===== config.mk =====
export PLATFORM = sky130hd
export DESIGN_NAME = rie_alu
export DESIGN_NICKNAME = d
export VERILOG_FILES = /design/src/rtl/core/rie_pkg.sv /design/src/rtl/core/rie_alu.sv
export SDC_FILE = /design/constraint.sdc
export NUM_CORES = 2
export LEC_CHECK = 0
export BUFFER_PORTS_ARGS = -buffer_cell sky130_fd_sc_hd__buf_4
export CAP_MARGIN = 20
export CORE_MARGIN = 2
export CORE_UTILIZATION = 40
export DETAILED_ROUTE_END_ITERATION = 8
export PLACE_DENSITY = 0.6
export SLEW_MARGIN = 15
export SYNTH_ARGS = -nofsm -noshare
export SYNTH_HDL_FRONTEND = slang
export SYNTH_SLANG_ARGS = --single-unit

===== constraint.sdc =====
create_clock -name vclk -period 34.1
set_input_delay 8.525 -clock vclk [all_inputs]
set_output_delay 8.525 -clock vclk [all_outputs]
set_load 0.05 [all_outputs]

===== src/rtl/core/rie_pkg.sv =====
`timescale 1ns / 1ps
`default_nettype none
// ----------------------------------------------------------------------------
// rie_pkg
// Shared types and constants of the integer instruction execute core.
// ----------------------------------------------------------------------------
package rie_pkg;

    localparam int XLEN      = 32;
    localparam int REG_COUNT = 32;
    localparam int REG_AW    = 5;

    typedef enum logic [3:0] {
        OP_ADD  = 4'd0,
        OP_SUB  = 4'd1,
        OP_MULI = 4'd2,
        OP_ADDI = 4'd3,
        OP_BNE  = 4'd4,
        OP_ANDI = 4'd5,
        OP_ORI  = 4'd6,
        OP_J    = 4'd7,
        OP_SLL  = 4'd8,
        OP_SRL  = 4'd9,
        OP_LW   = 4'd10,
        OP_SW   = 4'd11
    } t_opcode;

    typedef struct packed {
        logic              reg_write;
        logic [REG_AW-1:0] dest_index;
        logic [XLEN-1:0]   write_value;
        logic              redirect;
        logic [XLEN-1:0]   redirect_pc;
        logic              store_done;
        logic [XLEN-1:0]   access_addr;
        logic              addr_fault;
        logic              bad_opcode;
    } t_result;

endpackage : rie_pkg
`default_nettype wire


===== src/rtl/core/rie_alu.sv =====
`timescale 1ns / 1ps
`default_nettype none
// ----------------------------------------------------------------------------
// rie_alu
// Decodes one instruction and computes its result from the two operands.
// A load reports zero as its value; the loaded word is filled in later.
// ----------------------------------------------------------------------------
module rie_alu #(
    parameter int MEM_WORDS = 2048
) (
    input  wire logic [31:0]              i_instr,
    input  wire logic [31:0]              i_npc,
    input  wire logic [rie_pkg::XLEN-1:0] i_a,
    input  wire logic [rie_pkg::XLEN-1:0] i_b,
    output rie_pkg::t_result              o_res,
    output logic                          o_load
);
    import rie_pkg::*;

    t_opcode         op;
    logic [4:0]      r1;
    logic [12:0]     shamt;
    logic [XLEN-1:0] imm;
    logic [XLEN-1:0] acc;
    logic            fault;
    logic            writes;
    logic [XLEN-1:0] val;
    logic [63:0]     prod;

    always_comb begin
        op     = t_opcode'(i_instr[31:28]);
        r1     = i_instr[27:23];
        shamt  = i_instr[12:0];
        imm    = {{14{i_instr[17]}}, i_instr[17:0]};
        acc    = i_a + imm;
        fault  = acc >= 32'(MEM_WORDS);
        prod   = {32'd0, i_a} * {32'd0, imm};
        writes = 1'b0;
        val    = '0;
        o_load = 1'b0;
        o_res  = '0;
        case (op)
            OP_ADD: begin
                writes = 1'b1;
                val    = i_a + i_b;
            end
            OP_SUB: begin
                writes = 1'b1;
                val    = i_a - i_b;
            end
            OP_MULI: begin
                writes = 1'b1;
                val    = prod[31:0];
            end
            OP_ADDI: begin
                writes = 1'b1;
                val    = acc;
            end
            OP_ANDI: begin
                writes = 1'b1;
                val    = i_a & imm;
            end
            OP_ORI: begin
                writes = 1'b1;
                val    = i_a | imm;
            end
            OP_SLL: begin
                writes = 1'b1;
                val    = (|shamt[12:5]) ? '0 : (i_a << shamt[4:0]);
            end
            OP_SRL: begin
                writes = 1'b1;
                val    = (|shamt[12:5]) ? '0 : (i_a >> shamt[4:0]);
            end
            OP_BNE: begin
                if (i_a != i_b) begin
                    o_res.redirect    = 1'b1;
                    o_res.redirect_pc = i_npc + imm;
                end
            end
            OP_J: begin
                o_res.redirect    = 1'b1;
                o_res.redirect_pc = {i_npc[31:28], i_instr[27:0]};
            end
            OP_LW: begin
                writes             = 1'b1;
                o_load             = !fault;
                o_res.access_addr  = acc;
                o_res.addr_fault   = fault;
            end
            OP_SW: begin
                o_res.access_addr = acc;
                o_res.addr_fault  = fault;
                o_res.store_done  = !fault;
            end
            default: begin
                o_res.bad_opcode = 1'b1;
            end
        endcase
        if (writes) begin
            o_res.dest_index  = r1;
            o_res.write_value = val;
            o_res.reg_write   = (r1 != '0) && !o_res.addr_fault;
        end
    end

endmodule : rie_alu
`default_nettype wire


==> Flow_metrics.wiki <==
{| class="wikitable"
! Metric !! Value
|-
| Startpoint types || input port
|-
| PostCTS Resize Cnt || 0
|-
| Combinational family with the most area after synthesis || adder cells
|-
| Footprint of the flip-flops and latches || 0 sq um
|-
| Initial core utilization || 0.404
|-
| Area growth syn-to-layout || 9.30%
|-
| Total setup buffers inserted after CTS || 0
|-
| Post-route minimum period || 24,750 ps
|-
| Worst slew margin relative to its limit || 0.284
|-
| Die footprint || 64,300 sq um
|-
| Number of nets with antenna violations after detailed routing || 0
|-
| Setup violations, final || 0
|-
| Final antenna diode count || 0
|-
| Leak Pwr || 13.0 nW
|-
| DRT Pass-1 Iters || 6
|-
| M1 wire length || 42.4 mm
|-
| Arrival @ worst endpoint || 16,220 ps
|-
| Outcome || completed
|-
| Mean routed wirelength per cell || 23.8 microns
|-
| Crit path kind || in -> out
|-
| Summed instance area of the synthesized netlist || 24,900 sq um
|-
| Largest fanout on the critical path || 65
|-
| Height of the die || 254 microns
|-
| Cells after Synth || 3,325
|-
| Capturing element type of the critical path || output pin
|-
| Warning count from the yosys run || 0
|-
| Hold WC Path Type || in -> out
|-
| Count of flip-flops and latches || 0
|-
| Number of unique standard cell types used by synthesis || 87
|-
| Average size of a mapped cell || 7.49 sq um
|-
| Area share of xor/xnor cells in the synthesized design || 0.0401
|-
| Global-route wire length before repair || 152 mm
|-
| Number of vias per cell || 5.97
|-
| Final Instance Count excl. Fillers || 4,234
|-
| Sequential area share after synthesis || 0
|-
| Multi-input gate area || 22,100 sq um
|-
| Fin crit share || 0.726
|-
| Vias post-DR || 25,295
|-
| Total half-perimeter wirelength after legalization and detailed placement || 79.7 mm
|-
| Core Rows || 91
|-
| Fraction of the mapped netlist area in compound gates || 0.197
|-
| GRT overflow || 0
|-
| Net Count, Synth || 4,042
|-
| Number of inserted filler cells in the final layout || 6,391
|-
| Detailed-routed wire length on met3 || 10.4 mm
|-
| Cell repeated most along the worst path || fa_1
|-
| Boundary pin count || 235
|-
| Uppermost layer routed || met4
|-
| Number of global-route vias before repair || 24,172
|-
| Area share of fa/ha/maj cells after synthesis || 0.397
|-
| Total wire length after detailed routing || 101 mm
|-
| Max IR drop VDD || 0.158 mV
|-
| DRC viols || 0
|-
| Critical Path, Cell by Cell || buf_4, buf_4, clkinv_1, nor2_1, fa_1, fa_1, ha_1, inv_1, fa_1, inv_1, fa_1, inv_1, fa_1, inv_1, ha_1, or4_1, o22ai_1, a21oi_1, nand2b_1, and2_1, nor2_1, o311ai_0, o2111ai_1, buf_4
|-
| Buffers on Ports || 235
|-
| Starting DRT DRC Count || 2,863
|-
| Ratio of cells with drive above 1 in the final layout || 0.108
|-
| Req. time, crit path || 25,570 ps
|-
| Area of the core region || 61,600 sq um
|-
| GP Congestion || 1.01
|-
| Count of nets after finishing || 4,116
|-
| Maximum number of pins on one net before global-route repair || 66
|-
| Largest stage delay on the critical path || 770 ps
|-
| Transition time of the tightest slew-check pin || 1070 ps
|-
| Die Width || 254 microns
|-
| Most common cell after layout, fill and taps aside || inv_1
|-
| Inst Count DP || 4,234
|-
| Tot GR Track Use || 0.310
|-
| Top library cells by usage in the layout, fill and taps aside || 548 x inv_1, 415 x nor2_1, 362 x nand2_1
|-
| Fraction of the mapped netlist area in simple logic gates || 0.184
|-
| Hold Path Cell Cnt || 3
|-
| PD cells || 95.0 nW/um^2
|-
| Setup Total Neg Slack || 0 ps
|-
| Initial antenna violation count || 1
|-
| Total count of max-transition violations in the final report || 0
|-
| Routed length on met2 || 43.6 mm
|-
| Maximum frequency from static timing analysis || 0.0404 GHz
|-
| Setup slack after layout || 9350 ps
|-
| Hold slack || 17,430 ps
|-
| Setup repair after global routing missed its margin || no
|-
| Worst slack after detailed placement || 9650 ps
|-
| Library cell contributing the largest single delay on the critical path || o311ai_0
|-
| Endpoints failing hold || 0
|-
| Number of clock buffers in the layout || 0
|-
| Max-cap violation count || 0
|-
| Hold-fix buffer count after cts || 0
|-
| Proportion of synthesized area in mux cells || 0.0672
|}
[layer usage]
metal,up-vias,GRT usage
li1,11227,-
met1,12367,0.438
met2,1473,0.473
met3,228,0.0576
met4,0,0.108
met5,-,0
[critical path, delay by kind of cell]
| family | cells | cell delay, ps |
|---|---|---|
| AOI/OAI and AO/OA | 4 | 1710 |
| adders and majority gates | 7 | 2900 |
| buffers and inverters | 8 | 1960 |
| and+or+nand+nor | 5 | 1110 |
[cell usage after synthesis, types with 34 or more instances]
cell type | count | area share
a221oi_1 | 38 | 0.013
ha_1 | 252 | 0.13
nor3_1 | 43 | 0.0086
a211oi_1 | 34 | 0.010
nor2_1 | 416 | 0.063
mux2i_1 | 39 | 0.016
mux4_2 | 54 | 0.049
fa_1 | 337 | 0.27
a21o_1 | 38 | 0.011
inv_1 | 548 | 0.083
xor2_1 | 34 | 0.012
xnor2_1 | 80 | 0.028
nand3_1 | 38 | 0.0076
o21ai_0 | 138 | 0.028
a21oi_1 | 186 | 0.037
clkbuf_1 | 151 | 0.023
nand2_1 | 362 | 0.055
[through the flow]
stage           util  area, sq um  power, mW
3_5_place_dp   0.442        27200       2.51
2_1_floorplan      -        24900       1.72
5_1_grt        0.442        27200       2.78
6_report       0.442        27200       2.59
3_3_place_gp   0.442        27200       2.51
4_1_cts        0.442        27200       2.53
[report_power, final]
group          switching, mW  internal [mW]  total, mW
Clock                      0              0          0
Sequential                 0              0          0
Combinational           1.65          0.938       2.59
Total                   1.65          0.938       2.59
[area by class of cell]
class,instances,area share
well taps,837,0.0385
repair buffers,268,0.0739
inverters,559,0.0771
multi-input cells,2570,0.811
[final timing paths]
kind	from	endpoint	slack, ps
max	i_instr[4]	o_res[90]	9350
min	i_instr[18]	o_res[53]	17430
[cells by family (layout without fill, tap and decap cells)]
logic type	count (synthesis)	in the layout
buffers and inverters	755	827
AO/OA/AOI/OAI	724	724
AND/OR/NAND/NOR	1044	1044
multiplexers	99	99
adder cells (fa/ha/maj)	589	589
XOR/XNOR	114	114
Note: power is estimated with default switching activity, not from simulation.
