[config.mk]
export PLATFORM = sky130hd
export DESIGN_NAME = rie_regfile
export DESIGN_NICKNAME = d
export VERILOG_FILES = /design/src/rtl/core/rie_pkg.sv /design/src/rtl/core/rie_regfile.sv
export SDC_FILE = /design/constraint.sdc
export NUM_CORES = 1
export LEC_CHECK = 0
export BUFFER_PORTS_ARGS = -buffer_cell sky130_fd_sc_hd__buf_2
export CORE_MARGIN = 2
export CORE_UTILIZATION = 35
export DETAILED_ROUTE_END_ITERATION = 10
export SYNTH_ARGS = -nofsm -noshare
export SYNTH_HDL_FRONTEND = slang
export SYNTH_SLANG_ARGS = --single-unit
[constraint.sdc]
create_clock -name i_clk -period 5 [get_ports i_clk]
set_input_delay 0.5 -clock i_clk [delete_from_list [all_inputs] [get_ports i_clk]]
set_output_delay 0.5 -clock i_clk [all_outputs]
set_load 0.05 [all_outputs]
[src/rtl/core/rie_pkg.sv]
`timescale 1ns / 1ps
`default_nettype none
// ----------------------------------------------------------------------------
// rie_pkg
// Shared types and constants of the integer instruction execute core.
// ----------------------------------------------------------------------------
package rie_pkg;

    localparam int XLEN      = 32;
    localparam int REG_COUNT = 32;
    localparam int REG_AW    = 5;

    typedef enum logic [3:0] {
        OP_ADD  = 4'd0,
        OP_SUB  = 4'd1,
        OP_MULI = 4'd2,
        OP_ADDI = 4'd3,
        OP_BNE  = 4'd4,
        OP_ANDI = 4'd5,
        OP_ORI  = 4'd6,
        OP_J    = 4'd7,
        OP_SLL  = 4'd8,
        OP_SRL  = 4'd9,
        OP_LW   = 4'd10,
        OP_SW   = 4'd11
    } t_opcode;

    typedef struct packed {
        logic              reg_write;
        logic [REG_AW-1:0] dest_index;
        logic [XLEN-1:0]   write_value;
        logic              redirect;
        logic [XLEN-1:0]   redirect_pc;
        logic              store_done;
        logic [XLEN-1:0]   access_addr;
        logic              addr_fault;
        logic              bad_opcode;
    } t_result;

endpackage : rie_pkg
`default_nettype wire

[src/rtl/core/rie_regfile.sv]
`timescale 1ns / 1ps
`default_nettype none
// ----------------------------------------------------------------------------
// rie_regfile
// Register file with two registered read ports, one write port and
// write-through forwarding. Entries read as zero until first written.
// ----------------------------------------------------------------------------
module rie_regfile (
    input  wire logic                      i_clk,
    input  wire logic                      i_rst_n,
    input  wire logic                      i_rd_en,
    input  wire logic [rie_pkg::REG_AW-1:0] i_ra_a,
    input  wire logic [rie_pkg::REG_AW-1:0] i_ra_b,
    input  wire logic                      i_we,
    input  wire logic [rie_pkg::REG_AW-1:0] i_wa,
    input  wire logic [rie_pkg::XLEN-1:0]   i_wd,
    output logic      [rie_pkg::XLEN-1:0]   o_rd_a,
    output logic      [rie_pkg::XLEN-1:0]   o_rd_b
);
    import rie_pkg::*;

    logic [XLEN-1:0]      r_mem [REG_COUNT];
    logic [REG_COUNT-1:0] r_vld;
    logic [XLEN-1:0]      r_rd_a;
    logic [XLEN-1:0]      r_rd_b;

    always_ff @(posedge i_clk) begin
        if (!i_rst_n) begin
            r_vld <= '0;
        end else if (i_we) begin
            r_vld[i_wa] <= 1'b1;
        end
    end

    always_ff @(posedge i_clk) begin
        if (i_we) begin
            r_mem[i_wa] <= i_wd;
        end
        if (i_rd_en) begin
            if (i_ra_a == '0) begin
                r_rd_a <= '0;
            end else if (i_we && i_wa == i_ra_a) begin
                r_rd_a <= i_wd;
            end else begin
                r_rd_a <= r_vld[i_ra_a] ? r_mem[i_ra_a] : '0;
            end
            if (i_ra_b == '0) begin
                r_rd_b <= '0;
            end else if (i_we && i_wa == i_ra_b) begin
                r_rd_b <= i_wd;
            end else begin
                r_rd_b <= r_vld[i_ra_b] ? r_mem[i_ra_b] : '0;
            end
        end
    end

    assign o_rd_a = r_rd_a;
    assign o_rd_b = r_rd_b;

endmodule : rie_regfile
`default_nettype wire

==> flow_summary.html <==
<table>
<tr><th>Metric</th><th>Value</th></tr>
<tr><th colspan="2">Outcome</th></tr>
<tr><td>Run status</td><td>completed</td></tr>
<tr><th colspan="2">STA</th></tr>
<tr><td>Setup TNS Final</td><td>0 ns</td></tr>
<tr><td>Setup repair after global routing missed its margin</td><td>false</td></tr>
<tr><td>Minimum hold slack</td><td>0.166 ns</td></tr>
<tr><td>Fin worst setup slack</td><td>2.08 ns</td></tr>
<tr><td>Shortest period the worst path allows</td><td>2.92 ns</td></tr>
<tr><td>Worst Max-Slew Pin Slew</td><td>1.31 ns</td></tr>
<tr><td>Headroom to the max-slew limit</td><td>0.128</td></tr>
<tr><td>Final clock skew</td><td>0.0198 ns</td></tr>
<tr><td>Final cycle utilization of the critical path</td><td>0.585</td></tr>
<tr><td>Setup-violating endpoint count in the final report</td><td>0</td></tr>
<tr><td>Number of hold violations in the final report</td><td>0</td></tr>
<tr><td>Final number of max-transition violations</td><td>0</td></tr>
<tr><td>Highest clock frequency the design can meet</td><td>0.342 GHz</td></tr>
<tr><th colspan="2">Final layout</th></tr>
<tr><td>Layout Utilization</td><td>0.400</td></tr>
<tr><td>Count of fill cells added during filler insertion</td><td>12800</td></tr>
<tr><td>Post-route insts no fill</td><td>4726</td></tr>
<tr><td>Register area</td><td>0.0333 mm2</td></tr>
<tr><td>Share of cells above drive strength 1</td><td>0.357</td></tr>
<tr><td>Area taken by multi-input logic gates</td><td>0.0173 mm2</td></tr>
<tr><td>Final nets</td><td>2759</td></tr>
<tr><td>Layout overhead on the synthesized area</td><td>13.4%</td></tr>
<tr><td>Most frequent standard cell in the layout excluding fill and tap cells</td><td>edfxtp_1</td></tr>
<tr><td>Top library cells by usage in the layout, fill and taps aside</td><td>edfxtp_1, mux4_2, mux2i_1</td></tr>
<tr><th colspan="2">Setup path</th></tr>
<tr><td>Startpoint type of the worst setup path</td><td>input pin</td></tr>
<tr><td>Type of the setup path with the least slack</td><td>input pin to register</td></tr>
<tr><td>Critical path fanouts, max</td><td>77</td></tr>
<tr><td>Maximum cell stage delay along the critical path</td><td>0.66 ns</td></tr>
<tr><td>Endpoint arrival time on the critical path</td><td>3.34 ns</td></tr>
<tr><td>Data required time at the worst endpoint</td><td>5.42 ns</td></tr>
<tr><td>Endpoint class of the critical path</td><td>register</td></tr>
<tr><td>Slowest cell on crit path</td><td>buf_8</td></tr>
<tr><td>Critical Path, Cell by Cell</td><td>buf_8 -&gt; buf_12 -&gt; mux4_2 -&gt; mux2_2 -&gt; a221oi_1 -&gt; o31ai_1</td></tr>
<tr><th colspan="2">Power</th></tr>
<tr><td>Peak ir drop on the vdd network</td><td>0.000302 V</td></tr>
<tr><td>Static power due to leakage</td><td>18.5 nW</td></tr>
<tr><td>Cell Pwr Density</td><td>359 mW/mm2</td></tr>
<tr><th colspan="2">Synthesis</th></tr>
<tr><td>Mapped Avg Cell Area</td><td>19.7 um2</td></tr>
<tr><td>Synth Flop Type</td><td>edfxtp_1</td></tr>
<tr><td>Number of instances in the synthesized netlist</td><td>2613</td></tr>
<tr><td>Cell area after synthesis</td><td>0.0514 mm2</td></tr>
<tr><td>Count of flip-flops with a built-in enable after synthesis</td><td>1088</td></tr>
<tr><td>Async S/R FF share, synth</td><td>0</td></tr>
<tr><td>Number of library cell types mapped by synthesis</td><td>47</td></tr>
<tr><td>#FFs+latches synth</td><td>1120</td></tr>
<tr><td>Post-synthesis sequential area ratio</td><td>0.648</td></tr>
<tr><td>Count of synthesis-stage warnings from yosys</td><td>0</td></tr>
<tr><td>Synthesized Nets</td><td>2664</td></tr>
<tr><th colspan="2">GRT</th></tr>
<tr><td>Global-route wire length before repair</td><td>230 mm</td></tr>
<tr><td>Number of antenna violations at the first check in global routing</td><td>21</td></tr>
<tr><td>Maximum number of pins on one net before global-route repair</td><td>123</td></tr>
<tr><td>Remaining Overflow, GRT</td><td>0</td></tr>
<tr><td>GRT Total Usage</td><td>0.214</td></tr>
<tr><td>Via count of the first global-routing pass</td><td>30300</td></tr>
<tr><th colspan="2">Job</th></tr>
<tr><td>Max Cap Viol</td><td>0</td></tr>
<tr><th colspan="2">Clock tree</th></tr>
<tr><td>TritonCTS clock tree</td><td>yes</td></tr>
<tr><td>Post-cts repair resize count</td><td>0</td></tr>
<tr><td>Post-CTS setup buffer count</td><td>0</td></tr>
<tr><td>Clock Sinks</td><td>1120</td></tr>
<tr><td>Cell at the root of the clock tree</td><td>clkbuf_16</td></tr>
<tr><td>Number of buffers created by CTS</td><td>115</td></tr>
<tr><td>Number of hold-repair buffers added at the cts stage</td><td>0</td></tr>
<tr><td>Deepest level of the CTS H-tree</td><td>3</td></tr>
<tr><td>Maximum count of clock buffers along a single path</td><td>3</td></tr>
<tr><td>Clock-pin slew on the worst setup and hold paths</td><td>0.06 ns</td></tr>
<tr><td>Insertion delay to the later sink of the worst-skew pair</td><td>0.70 ns</td></tr>
<tr><th colspan="2">Die</th></tr>
<tr><td>Number of placement rows</td><td>140</td></tr>
<tr><td>Core area</td><td>0.146 mm2</td></tr>
<tr><td>Width of the die</td><td>387 um</td></tr>
<tr><td>Die area</td><td>0.150 mm2</td></tr>
<tr><td>Effective utilization at floorplan</td><td>0.353</td></tr>
<tr><td>IO Count</td><td>115</td></tr>
<tr><td>Overall die height</td><td>387 um</td></tr>
<tr><th colspan="2">Routing</th></tr>
<tr><td>DR vias/cell</td><td>6.28</td></tr>
<tr><td>Initial drt markers</td><td>4174</td></tr>
<tr><td>First-pass iteration count of the detailed router</td><td>5</td></tr>
<tr><td>Avg WL per Cell</td><td>34.5 um</td></tr>
<tr><td>Post-route DRC violation count</td><td>0</td></tr>
<tr><td>Number of nets with antenna violations after routing</td><td>0</td></tr>
<tr><td>Via count</td><td>29700</td></tr>
<tr><td>Final Routed Wirelength</td><td>163 mm</td></tr>
<tr><th colspan="2">Worst hold path</th></tr>
<tr><td>Type of the tightest min-delay check</td><td>input pin to register</td></tr>
<tr><th colspan="2">Placement</th></tr>
<tr><td>Detailed placement HPWL</td><td>88.1 mm</td></tr>
<tr><td>Number of cells in the design after placement</td><td>4508</td></tr>
<tr><td>Routability congestion estimate from global placement</td><td>0.792</td></tr>
<tr><td>Worst Setup Slack post-DPL</td><td>1.35 ns</td></tr>
<tr><td># port buffers</td><td>114</td></tr>
</table>
## layer usage
layer  vias up  track usage  wire length, um
met2      1690        0.343            77200
met5         -            0              101
met4        18       0.0652             4910
li1      11500            -                -
met3       284       0.0400            15000
met1     16100        0.297            65900
## metrics by stage
stage	total power, mW	area, um2
after global placement	12.5	54600
after floorplan	11.9	51400
final	20.9	58300
after global routing	21.5	58300
after detailed placement	12.6	54600
after CTS	21.0	58300
## cells by family after synthesis
family	after synthesis	share of synthesized area
compound gates	319	0.0475
xor+xnor	10	0.00170
buf+inv	222	0.0209
flops	1120	0.648
mux	781	0.268
simple gates	161	0.0141
## layout make-up
| class | instances | share of cell area |
|---|---|---|
| Sequential cell | 1120 | 0.571 |
| Multi-Input combinational cell | 1271 | 0.297 |
| Clock buffer | 139 | 0.0523 |
| Tap cell | 1917 | 0.0411 |
| Timing Repair Buffer | 197 | 0.0268 |
| Clock inverter | 77 | 0.0113 |
| Inverter | 3 | 0.000193 |
| Antenna cell | 2 | 0.0000858 |
## power by group
group          leakage [nW]  internal (mW)  switching (mW)  total (mW)
logic                  6.49          0.704            1.13        1.84
clock network          1.82           4.89            3.64        8.54
registers              10.1           10.5          0.0884        10.5
## final timing paths
kind | end | cells past startpoint | start | slack [ns]
worst max-delay path | o_rd_a[15]$_SDFFCE_PN0P_ | 6 | i_ra_a[0] | 2.08
worst min register to register | r_vld[15]$_SDFFE_PN0P_ | 1 | r_vld[15]$_SDFFE_PN0P_ | 0.49
worst max register to register | o_rd_a[11]$_SDFFCE_PN0P_ | 6 | r_vld[2]$_SDFFE_PN0P_ | 2.41
worst min-delay path | o_rd_b[3]$_SDFFCE_PN0P_ | 1 | i_rd_en | 0.17
## critical path, delay by kind of cell
family | cells | cell delay (ns)
compound gates | 2 | 0.68
buf+inv | 2 | 1.13
mux | 2 | 0.84
## synthesized netlist by cell type (2+ instances only)
library cell	n	area, um2
edfxtp_1	1088	32700
mux4_2	465	10500
mux2i_1	192	1920
mux2_2	124	1400
clkbuf_1	96	360
buf_2	84	420
nand2_1	78	293
o22ai_1	61	382
a221oi_1	59	517
nor2_1	42	158
dfxtp_1	32	641
o21a_1	32	240
o31ai_1	32	240
a21oi_1	30	150
o221ai_1	30	263
a211oi_1	28	210
a22o_1	27	236
buf_1	15	56.3
buf_6	13	146
buf_4	11	82.6
nand3_1	9	45.0
nand3b_1	9	67.6
a22oi_1	7	52.6
xnor2_1	6	52.6
a32o_1	5	50.1
xor2_1	4	35.0
inv_1	3	11.3
nand4_1	3	18.8
nand4b_1	3	26.3
nor2b_1	3	18.8
or3b_2	3	26.3
nor3_1	2	10.0
nor4_1	2	12.5
or3_1	2	12.5
## registers in the layout (all words and copies together), names as in the netlist
register  flops
o_rd_a       32
r_mem      1024
r_vld        32
o_rd_b       32
Note: power is estimated with default switching activity, not from simulation.
